===== src/rtl/dorp_pkg.sv =====
// Package with the constants and word types of the delimited order record parser.
package dorp_pkg;

    // Number of fields parsed per record; later fields are ignored.
    localparam int FIELDS_PER_RECORD = 4;
    // Number of fields carried by a result word.
    localparam int OUT_FIELDS = 4;
    // Field index saturates at FIELDS_PER_RECORD, so it must be able to hold it.
    localparam int FIDX_W = $clog2(FIELDS_PER_RECORD + 1);
    localparam int VAL_W = 64;

    localparam logic [7:0] CH_SEMI  = 8'h3B;
    localparam logic [7:0] CH_COMMA = 8'h2C;
    localparam logic [7:0] CH_MINUS = 8'h2D;
    localparam logic [7:0] CH_PLUS  = 8'h2B;
    localparam logic [7:0] CH_ZERO  = 8'h30;
    localparam logic [7:0] CH_NINE  = 8'h39;

    typedef struct packed {
        logic [7:0] char_byte;
        logic       end_of_blob;
    } byte_item_t;

    typedef struct packed {
        logic        [VAL_W-1:0] order_id;
        logic signed [VAL_W-1:0] price;
        logic signed [VAL_W-1:0] leaves;
        logic        [VAL_W-1:0] sequence_res;
    } record_t;

endpackage


===== src/rtl/delimited_order_record_parser_core.sv =====
// Top level of the delimited order record parser: byte-stream field parser with output skid.
//
// Usage: the byte channel (byte_valid, byte_ready, byte_word) carries one character of an
// order blob per word, with end_of_blob set on the final character. Records are separated
// by ';' and hold up to four ',' separated signed decimal fields (id, price, leaves, seq).
// The record channel (rec_valid, rec_ready, rec_word) delivers one word per non-empty
// record, when the record ends at ';' or at the end of the blob.
// Throughput is one byte word per cycle. The parse state is updated in the cycle a byte is
// accepted; a record's closing byte loads its result into the output register, or the skid
// register if that is held. The critical path is the multiply-by-ten and add of the current
// field, held as both its magnitude and its negation so that a sign costs only a select.
// Results pass through an output register backed by one skid register. byte_ready stays
// high while the skid register is empty, so bytes keep flowing while a result waits; if
// the receiver stalls long enough for both registers to fill, byte_ready drops until the
// output register is taken.
// Reset (rst_n low, asynchronous) clears all field values, returns the parser to the start
// of a record and empties both result registers. The parse state, but not the result
// registers, is cleared the same way after every end-of-blob byte, ready for the next blob.
module delimited_order_record_parser_core
    import dorp_pkg::*;
(
    input  logic       clk,
    input  logic       rst_n,
    input  logic       byte_valid,
    output logic       byte_ready,
    input  byte_item_t byte_word,
    output logic       rec_valid,
    input  logic       rec_ready,
    output record_t    rec_word
);

    // Parse state. Closed fields sit in fields_reg; the field being parsed is kept apart
    // as a magnitude and its two's complement, both updated on every digit that is taken.
    logic [VAL_W-1:0]  fields_reg [FIELDS_PER_RECORD];
    logic [VAL_W-1:0]  fields_next [FIELDS_PER_RECORD];
    logic [VAL_W-1:0]  mag_reg, mag_next;
    logic [VAL_W-1:0]  neg_reg, neg_next;
    logic [FIDX_W-1:0] idx_reg, idx_next;
    logic              at_start_reg, at_start_next;
    logic              negative_reg, negative_next;
    logic              stopped_reg, stopped_next;
    logic              has_bytes_reg, has_bytes_next;

    // Result registers: the output stage and its skid stage.
    record_t           out_reg, out_next;
    logic              out_valid_reg, out_valid_next;
    record_t           skid_reg, skid_next;
    logic              skid_valid_reg, skid_valid_next;

    logic              accept;
    logic              rec_fire;
    logic [7:0]        ch;
    logic              active;
    logic              is_comma;
    logic              is_sign;
    logic              is_digit;
    logic              take_digit;
    logic [3:0]        digit;
    logic [VAL_W-1:0]  mag_upd;
    logic [VAL_W-1:0]  neg_upd;
    logic              negative_upd;
    logic [VAL_W-1:0]  cur_signed;
    logic              finish;
    logic              emit;
    logic [VAL_W-1:0]  rec_vals [OUT_FIELDS];
    record_t           rec_new;

    assign byte_ready = !skid_valid_reg;
    assign accept     = byte_valid && byte_ready;
    assign rec_valid  = out_valid_reg;
    assign rec_word   = out_reg;
    assign rec_fire   = out_valid_reg && rec_ready;

    // Byte classification and the update of the current field.
    always_comb
    begin
        ch         = byte_word.char_byte;
        active     = (idx_reg < FIDX_W'(FIELDS_PER_RECORD)) && (ch != CH_SEMI);
        is_comma   = (ch == CH_COMMA);
        is_sign    = at_start_reg && (ch inside {CH_MINUS, CH_PLUS});
        is_digit   = (ch inside {[CH_ZERO:CH_NINE]});
        digit      = 4'(ch - CH_ZERO);
        take_digit = active && !is_comma && !is_sign && !stopped_reg && is_digit;

        // Times ten as eight plus two; the negation follows the same recurrence.
        if (take_digit)
        begin
            mag_upd = (mag_reg << 3) + (mag_reg << 1) + VAL_W'(digit);
            neg_upd = (neg_reg << 3) + (neg_reg << 1) - VAL_W'(digit);
        end
        else
        begin
            mag_upd = mag_reg;
            neg_upd = neg_reg;
        end

        if (active && is_sign && !is_comma)
            negative_upd = (ch == CH_MINUS);
        else
            negative_upd = negative_reg;

        cur_signed = negative_upd ? neg_upd : mag_upd;
    end

    // The result word: the current field with its sign applied, the closed fields as
    // stored, and zero for fields past the configured count.
    for (genvar k = 0; k < OUT_FIELDS; k++)
    begin : g_rec
        if (k < FIELDS_PER_RECORD)
        begin : g_used
            assign rec_vals[k] = (idx_reg == FIDX_W'(k)) ? cur_signed : fields_reg[k];
        end
        else
        begin : g_unused
            assign rec_vals[k] = '0;
        end
    end

    always_comb
    begin
        rec_new.order_id     = rec_vals[0];
        rec_new.price        = rec_vals[1];
        rec_new.leaves       = rec_vals[2];
        rec_new.sequence_res = rec_vals[3];
    end

    // Next parse state.
    always_comb
    begin
        fields_next    = fields_reg;
        mag_next       = mag_reg;
        neg_next       = neg_reg;
        idx_next       = idx_reg;
        at_start_next  = at_start_reg;
        negative_next  = negative_reg;
        stopped_next   = stopped_reg;
        has_bytes_next = has_bytes_reg;
        finish         = 1'b0;
        emit           = 1'b0;

        if (accept)
        begin
            finish = (ch == CH_SEMI) || byte_word.end_of_blob;
            if (ch != CH_SEMI)
                has_bytes_next = 1'b1;

            if (active)
            begin
                if (is_comma)
                begin
                    for (int k = 0; k < FIELDS_PER_RECORD; k++)
                    begin
                        if (idx_reg == FIDX_W'(k))
                            fields_next[k] = cur_signed;
                    end
                    idx_next      = idx_reg + FIDX_W'(1);
                    mag_next      = '0;
                    neg_next      = '0;
                    at_start_next = 1'b1;
                    negative_next = 1'b0;
                    stopped_next  = 1'b0;
                end
                else
                begin
                    mag_next      = mag_upd;
                    neg_next      = neg_upd;
                    negative_next = negative_upd;
                    at_start_next = 1'b0;
                    if (!is_sign && !stopped_reg && !is_digit)
                        stopped_next = 1'b1;
                end
            end

            if (finish)
            begin
                emit = has_bytes_next;
                for (int k = 0; k < FIELDS_PER_RECORD; k++)
                    fields_next[k] = '0;
                mag_next       = '0;
                neg_next       = '0;
                idx_next       = '0;
                at_start_next  = 1'b1;
                negative_next  = 1'b0;
                stopped_next   = 1'b0;
                has_bytes_next = 1'b0;
            end
        end
    end

    // Output register and skid register. A new record goes to the output register when
    // it is empty or being taken, otherwise it is parked in the skid register.
    always_comb
    begin
        out_next        = out_reg;
        out_valid_next  = out_valid_reg;
        skid_next       = skid_reg;
        skid_valid_next = skid_valid_reg;

        if (skid_valid_reg)
        begin
            if (rec_fire)
            begin
                out_next        = skid_reg;
                out_valid_next  = 1'b1;
                skid_valid_next = 1'b0;
            end
        end
        else if (emit)
        begin
            if (!out_valid_reg || rec_fire)
            begin
                out_next       = rec_new;
                out_valid_next = 1'b1;
            end
            else
            begin
                skid_next       = rec_new;
                skid_valid_next = 1'b1;
            end
        end
        else if (rec_fire)
        begin
            out_valid_next = 1'b0;
        end
    end

    always_ff @(posedge clk or negedge rst_n)
    begin
        if (!rst_n)
        begin
            for (int k = 0; k < FIELDS_PER_RECORD; k++)
                fields_reg[k] <= '0;
            mag_reg        <= '0;
            neg_reg        <= '0;
            idx_reg        <= '0;
            at_start_reg   <= 1'b1;
            negative_reg   <= 1'b0;
            stopped_reg    <= 1'b0;
            has_bytes_reg  <= 1'b0;
            out_valid_reg  <= 1'b0;
            skid_valid_reg <= 1'b0;
        end
        else
        begin
            fields_reg     <= fields_next;
            mag_reg        <= mag_next;
            neg_reg        <= neg_next;
            idx_reg        <= idx_next;
            at_start_reg   <= at_start_next;
            negative_reg   <= negative_next;
            stopped_reg    <= stopped_next;
            has_bytes_reg  <= has_bytes_next;
            out_valid_reg  <= out_valid_next;
            skid_valid_reg <= skid_valid_next;
        end
    end

    always_ff @(posedge clk)
    begin
        out_reg  <= out_next;
        skid_reg <= skid_next;
    end

`ifndef SYNTHESIS
    // The skid register only ever fills behind a held output word.
    a_skid_behind_out: assert property (@(posedge clk) disable iff (!rst_n)
        skid_valid_reg |-> out_valid_reg)
        else $error("skid register holds a record while the output register is empty");

    // The field index never passes the saturation point.
    a_idx_bound: assert property (@(posedge clk) disable iff (!rst_n)
        idx_reg <= FIDX_W'(FIELDS_PER_RECORD))
        else $error("field index beyond the field count");

    // A final byte other than ';' always closes a non-empty record and restarts parsing.
    a_blob_end_emits: assert property (@(posedge clk) disable iff (!rst_n)
        (accept && byte_word.end_of_blob && (byte_word.char_byte != CH_SEMI))
        |=> (rec_valid && (idx_reg == '0) && at_start_reg && !has_bytes_reg))
        else $error("end of blob did not deliver a record and restart the parser");
`endif

endmodule

===== config.mk =====
export PLATFORM = sky130hd
export DESIGN_NAME = delimited_order_record_parser_core
export DESIGN_NICKNAME = d
export VERILOG_FILES = /design/src/rtl/dorp_pkg.sv /design/src/rtl/delimited_order_record_parser_core.sv
export SDC_FILE = /design/constraint.sdc
export NUM_CORES = 2
export LEC_CHECK = 0
export BUFFER_PORTS_ARGS = -buffer_cell sky130_fd_sc_hd__buf_2
export CAP_MARGIN = 5
export CORE_MARGIN = 4
export CORE_UTILIZATION = 30
export DETAILED_ROUTE_END_ITERATION = 6
export PLACE_DENSITY = 0.51
export SYNTH_ARGS = -nofsm -noshare
export SYNTH_HDL_FRONTEND = slang
export SYNTH_SLANG_ARGS = --single-unit

===== constraint.sdc =====
create_clock -name clk -period 33.5 [get_ports clk]
set_input_delay 6.7 -clock clk [delete_from_list [all_inputs] [get_ports clk]]
set_output_delay 6.7 -clock clk [all_outputs]
set_load 0.03 [all_outputs]

# --- Word-level counts from Yosys, hierarchy flattened ---
# Cells that the tools add are included.
classes:
  add_sub_neg: 6
  n_lt_le_gt_ge: 3
  eq_ne: 10
  mux: 47
  bitwise: 2
  reduce_logical: 35
op_table:
  columns: ["cell", "count"]
  rows:
  - ["$mux W256", 7]
  - ["$mux W64", 13]
  - ["$add A64 B64 Y64", 2]
  - ["$add A64 B4 Y64", 1]
  - ["$sub A64 B4 Y64", 1]
  - ["$eq A8 B6 Y1 const B", 4]
  - ["$mux W1", 24]
  - ["$reduce_and A3 Y1", 5]
  - ["$logic_and A1 B1 Y1", 13]
  - ["$reduce_bool A2 Y1", 6]
  - ["$mux W3", 3]
  - ["$ge A8 B6 Y1 const B", 1]
  - ["$le A8 B6 Y1 const B", 1]
  - ["$ne A8 B6 Y1 const B", 1]
  - ["$eq A3 B2 Y1 const B", 2]
  - ["$logic_not A1 Y1", 6]
  - ["$sub A4 B1 Y4 const B", 1]
  - ["$add A3 B1 Y3 const B", 1]
  - ["$eq A3 B1 Y1 const B", 1]
  - ["$logic_not A3 Y1", 1]
  - ["$lt A3 B3 Y1 const B", 1]
  - ["$ne A3 B2 Y1 const B", 1]
  - ["$reduce_bool A3 Y1", 1]
  - ["$logic_or A1 B1 Y1", 2]
  - ["3 further kinds", 4]
word_totals:
  reg_bits: 905
  in_bits: 13
  output_inout_bits: 258
  word_cells: 124

# --- Depth between registers and ports, before layout ---
depth:
  depth_word: 13
  mapped_depth: 17
  ltp_nobuf: 15

# --- Worst setup path after synthesis ---
# No wires, ideal clock.
synth_path:
  path_type: "in2reg"
  from: "in byte_word[8] (netlist name)"
  to: "reg out_reg (netlist bit rec_word[0]), enable pin"
  setup_time_ps: 959
  t_arrival_ps: 20080
  required_time_ps: 32541
  slack_ps: 12461
  cell_stages: 7
  path_buffers: 0
  path_cell_list: "nor3b_1 nand2_1 nor4_2 mux2i_1 nor2_1 a21oi_1 a21oi_1"
synth_between:
  elab_chain_len: 6
  elab_cells_between_ends: 8
synth_rtl:
  columns: ["element", "line_no", "text"]
  rows:
  - ["start: declaration", "delimited_order_record_parser_core.sv:26", "input byte_item_t byte_word,"]
  - ["$ne A8 B6 Y1 / $eq A8 B6 Y1 (equally long branches)", "delimited_order_record_parser_core.sv:144, delimited_order_record_parser_core.sv:143", null]
  - ["$mux W1 / $logic_or A1 B1 Y1 (equally long branches)", "delimited_order_record_parser_core.sv:144, delimited_order_record_parser_core.sv:143", null]
  - ["$mux W1 (*)", "delimited_order_record_parser_core.sv:174", "if (finish)"]
  - ["$mux W1 (*)", "delimited_order_record_parser_core.sv:141", "if (accept)"]
  - ["$reduce_bool A2 Y1 (no source line) (*)", null, null]
  - ["$reduce_and A3 Y1 (no source line) (*)", null, null]
  - ["end signal: assignment", "delimited_order_record_parser_core.sv:260", "out_reg <= out_next;"]
  - ["end: declaration", "delimited_order_record_parser_core.sv:45", "record_t out_reg, out_next;"]
# Every way passes the cells marked *; elsewhere a longest branch is shown, timed or not.
# A chain may end at the register's enable or synchronous reset.

==> results_dict.tcl <==
set metrics [dict create \
    status "complete, no violations" \
    synthCells 4564 \
    avgViaCountPerCell 5.378 \
    cts_root_buffer "clkbuf_16" \
    tritoncts "yes" \
    drive_gt1_frac 0.1622 \
    io_pins 271 \
    numCtsBuffers 99 \
    die_x_um 409.4 \
    min_period_ns 11.50 \
    setup_tns_ns 0 \
    initial_core_util 0.3014 \
    dr.first_iter.drc_count 3565 \
    synth.area.top_cells "edfxtp_1, dfrtp_1, ha_1, mux2_2, nand2_1" \
    vias 37456 \
    drt-total-wl_um 170900 \
    finalHoldViolCount 0 \
    h-tree-depth 3 \
    rsz0062_at_grt "no" \
    drc 0 \
    combPwrFrac 0.341 \
    synth-edff-count 512 \
    start_kind "input pin" \
    grt_antenna_before_repair 11 \
    p_int_w 0.002329 \
    place.gp.congestion 0.9365 \
    num-nets-final 4983 \
    dpl.hpwl_um 117800 \
    post-place-ws_ns 21.51 \
    drt_first_pass_iters 6 \
    clkPwrFrac 0.292 \
    die-area_um2 167600 \
    clk_latency_ns 0.73 \
    highest_layer "met4" \
    fp-row-count 147 \
    cp.required_ns 33.91 \
    grt_first_pass_wirelength_um 251300 \
    synth_top_cell_by_area "edfxtp_1" \
    maxCapViolCount 0 \
    min_path_type "reg2reg" \
    drv_slew 0 \
    peakVddDrop_mv 0.05121 \
    syn_to_final_growth_pct 14.54 \
    portBuffers 270 \
    p_sw_frac 0.3853 \
    met3WireLength_um 9658 \
    ant_nets 0 \
    power_switching_w 0.001460 \
    syn_area_per_cell_um2 10.59 \
    path_class "in2reg" \
    relSlewSlack 0.07607 \
    yosysUniqueCellTypes 87 \
    grt_pass1_vias 35814 \
    setup_viol 0 \
    ys_warn_count 0 \
    seq_area_frac_synth 0.5216 \
    setup_ws_ns 22.00 \
    final_common_cell "nand2_1" \
    period_share 0.3432 \
    dominantRegCellSynth "edfxtp_1" \
    async_flop_share 0.4343 \
    cts_hold_buffers 0 \
    critPathMaxFanout 11 \
    overflow 0 \
    p_per_area_nw_per_um2 68.44 \
    grt_max_degree 140 \
    fmax_ghz 0.08699 \
    core_area_um2 160400 \
    fillerInstances 16260 \
    clockBufferDepth 3 \
    cp-end-kind "flip-flop" \
    finalCoreUtilization 0.3452 \
    layout_common_cells "nand2_1, edfxtp_1, o21ai_0" \
    wire_per_inst_um 24.54 \
    synth_area_um2 48330 \
    seqPwrFrac 0.367 \
    met1_length_um 82070 \
    tightest_slew_ns 1.373 \
    syn-num-nets 4831 \
    cts_resized 0 \
    die_height_um 409.4 \
    p_leak_nw 23.33 \
    wl_met2_um 75840 \
    clock_skew_ns 0.04203 \
    ys_ff_latch 905 \
    worstPathArrival_ns 11.90 \
    cts.clk_slew.worst_paths_ns 0.06 \
    cts.sinks 905 \
    cts_post_setup_buffers_inserted 0 \
    grt_usage 0.1977 \
    yosys.area.top_type_share 0.3181 \
]
power by group through the flow:
stage | clock network (W) | registers (W) | logic, W
6_report | 0.00111 | 0.00139 | 0.00129
5_1_grt | 0.00117 | 0.00140 | 0.00138
4_1_cts | 0.00113 | 0.00139 | 0.00129
3_5_place_dp | 0 | 0.00141 | 0.00128
3_3_place_gp | 0 | 0.00141 | 0.00129
2_1_floorplan | 0 | 0.00159 | 0.000663
routing by layer:
metal,track usage,vias up
met1,0.2967,18965
met4,0.04440,0
met5,0,-
li1,-,17144
met2,0.3043,1189
met3,0.02368,158
cells by family (layout without fill, tap and decap cells):
logic type | count (synthesis) | count (layout) | synth area share
AO/OA/AOI/OAI | 1404 | 1404 | 0.1915
AND/OR/NAND/NOR | 1105 | 1105 | 0.1013
flip-flops | 905 | 905 | 0.5216
buffers and inverters | 538 | 777 | 0.04235
adder cells (fa/ha/maj) | 254 | 254 | 0.06637
multiplexers | 250 | 250 | 0.05729
XOR/XNOR | 108 | 108 | 0.01957
other | 0 | 2 | 0
cell usage after synthesis, drive strengths merged (42+ instances only):
| library cell | instances |
|---|---|
| a21oi | 262 |
| clkbuf | 270 |
| nand2 | 615 |
| edfxtp | 512 |
| a21o | 53 |
| nand4 | 51 |
| xnor2 | 67 |
| mux2 | 213 |
| dfrtp | 392 |
| nor2 | 177 |
| inv | 236 |
| a22o | 235 |
| ha | 250 |
| o21ai | 469 |
| and3 | 89 |
| o211ai | 42 |
| o31ai | 56 |
critical path: stages:
cell and delay [ns]:
buf_2 0.13, inv_1 0.11, fa_1 0.51, ha_1 0.36
o211ai_1 0.13, o211ai_1 0.31, nand2_1 0.17, a2111oi_0 0.78
o211ai_1 0.26, a21boi_0 0.70, nor2_1 0.11, a211oi_1 0.84
o21bai_1 0.54, o21ai_0 0.23
final cells by class:
cell class,instances,area [um^2],area share
clock inverters,42,455.4,0.008226
diodes,2,5.005,0.00009040
repair buffers,352,2027,0.03661
flip-flops and latches,905,25210,0.4554
clock buffers,146,2786,0.05033
inverters,237,897.1,0.01620
well taps,2160,2703,0.04882
multi-input cells,3121,21280,0.3843
stage by stage:
stage | hold slack, ns | cells | cell area [um^2] | power, W
finish | 0.4780 | 6965 | 55360 | 0.003789
global route | 0.4988 | 6963 | 55360 | 0.003951
CTS | 0.4787 | 6963 | 55350 | 0.003812
detailed placement | 0.4657 | 6775 | 52110 | 0.002699
global placement | 0.4590 | 6775 | 52110 | 0.002701
floorplan | 0.4483 | 4564 | 48330 | 0.002253
path summary, 6_finish.rpt:
kind,endpoint,slack [ns],cells after the start,from
setup reg to reg,rec_word[112]$_DFFE_PP_,27.79,12,neg_reg[0]$_DFFE_PN0P_
max in group asynchronous,fields_reg[25]$_DFFE_PN0P_,25.51,3,rst_n
min in group asynchronous,stopped_reg$_DFFE_PN0P_,5.88,1,rst_n
hold / removal,fields_reg[100]$_DFFE_PN0P_,0.48,2,fields_reg[100]$_DFFE_PN0P_
hold reg to reg,fields_reg[100]$_DFFE_PN0P_,0.48,2,fields_reg[100]$_DFFE_PN0P_
setup / recovery,rec_word[112]$_DFFE_PP_,22.00,14,byte_word[4]
No activity file was read; power rests on OpenSTA's default activity.
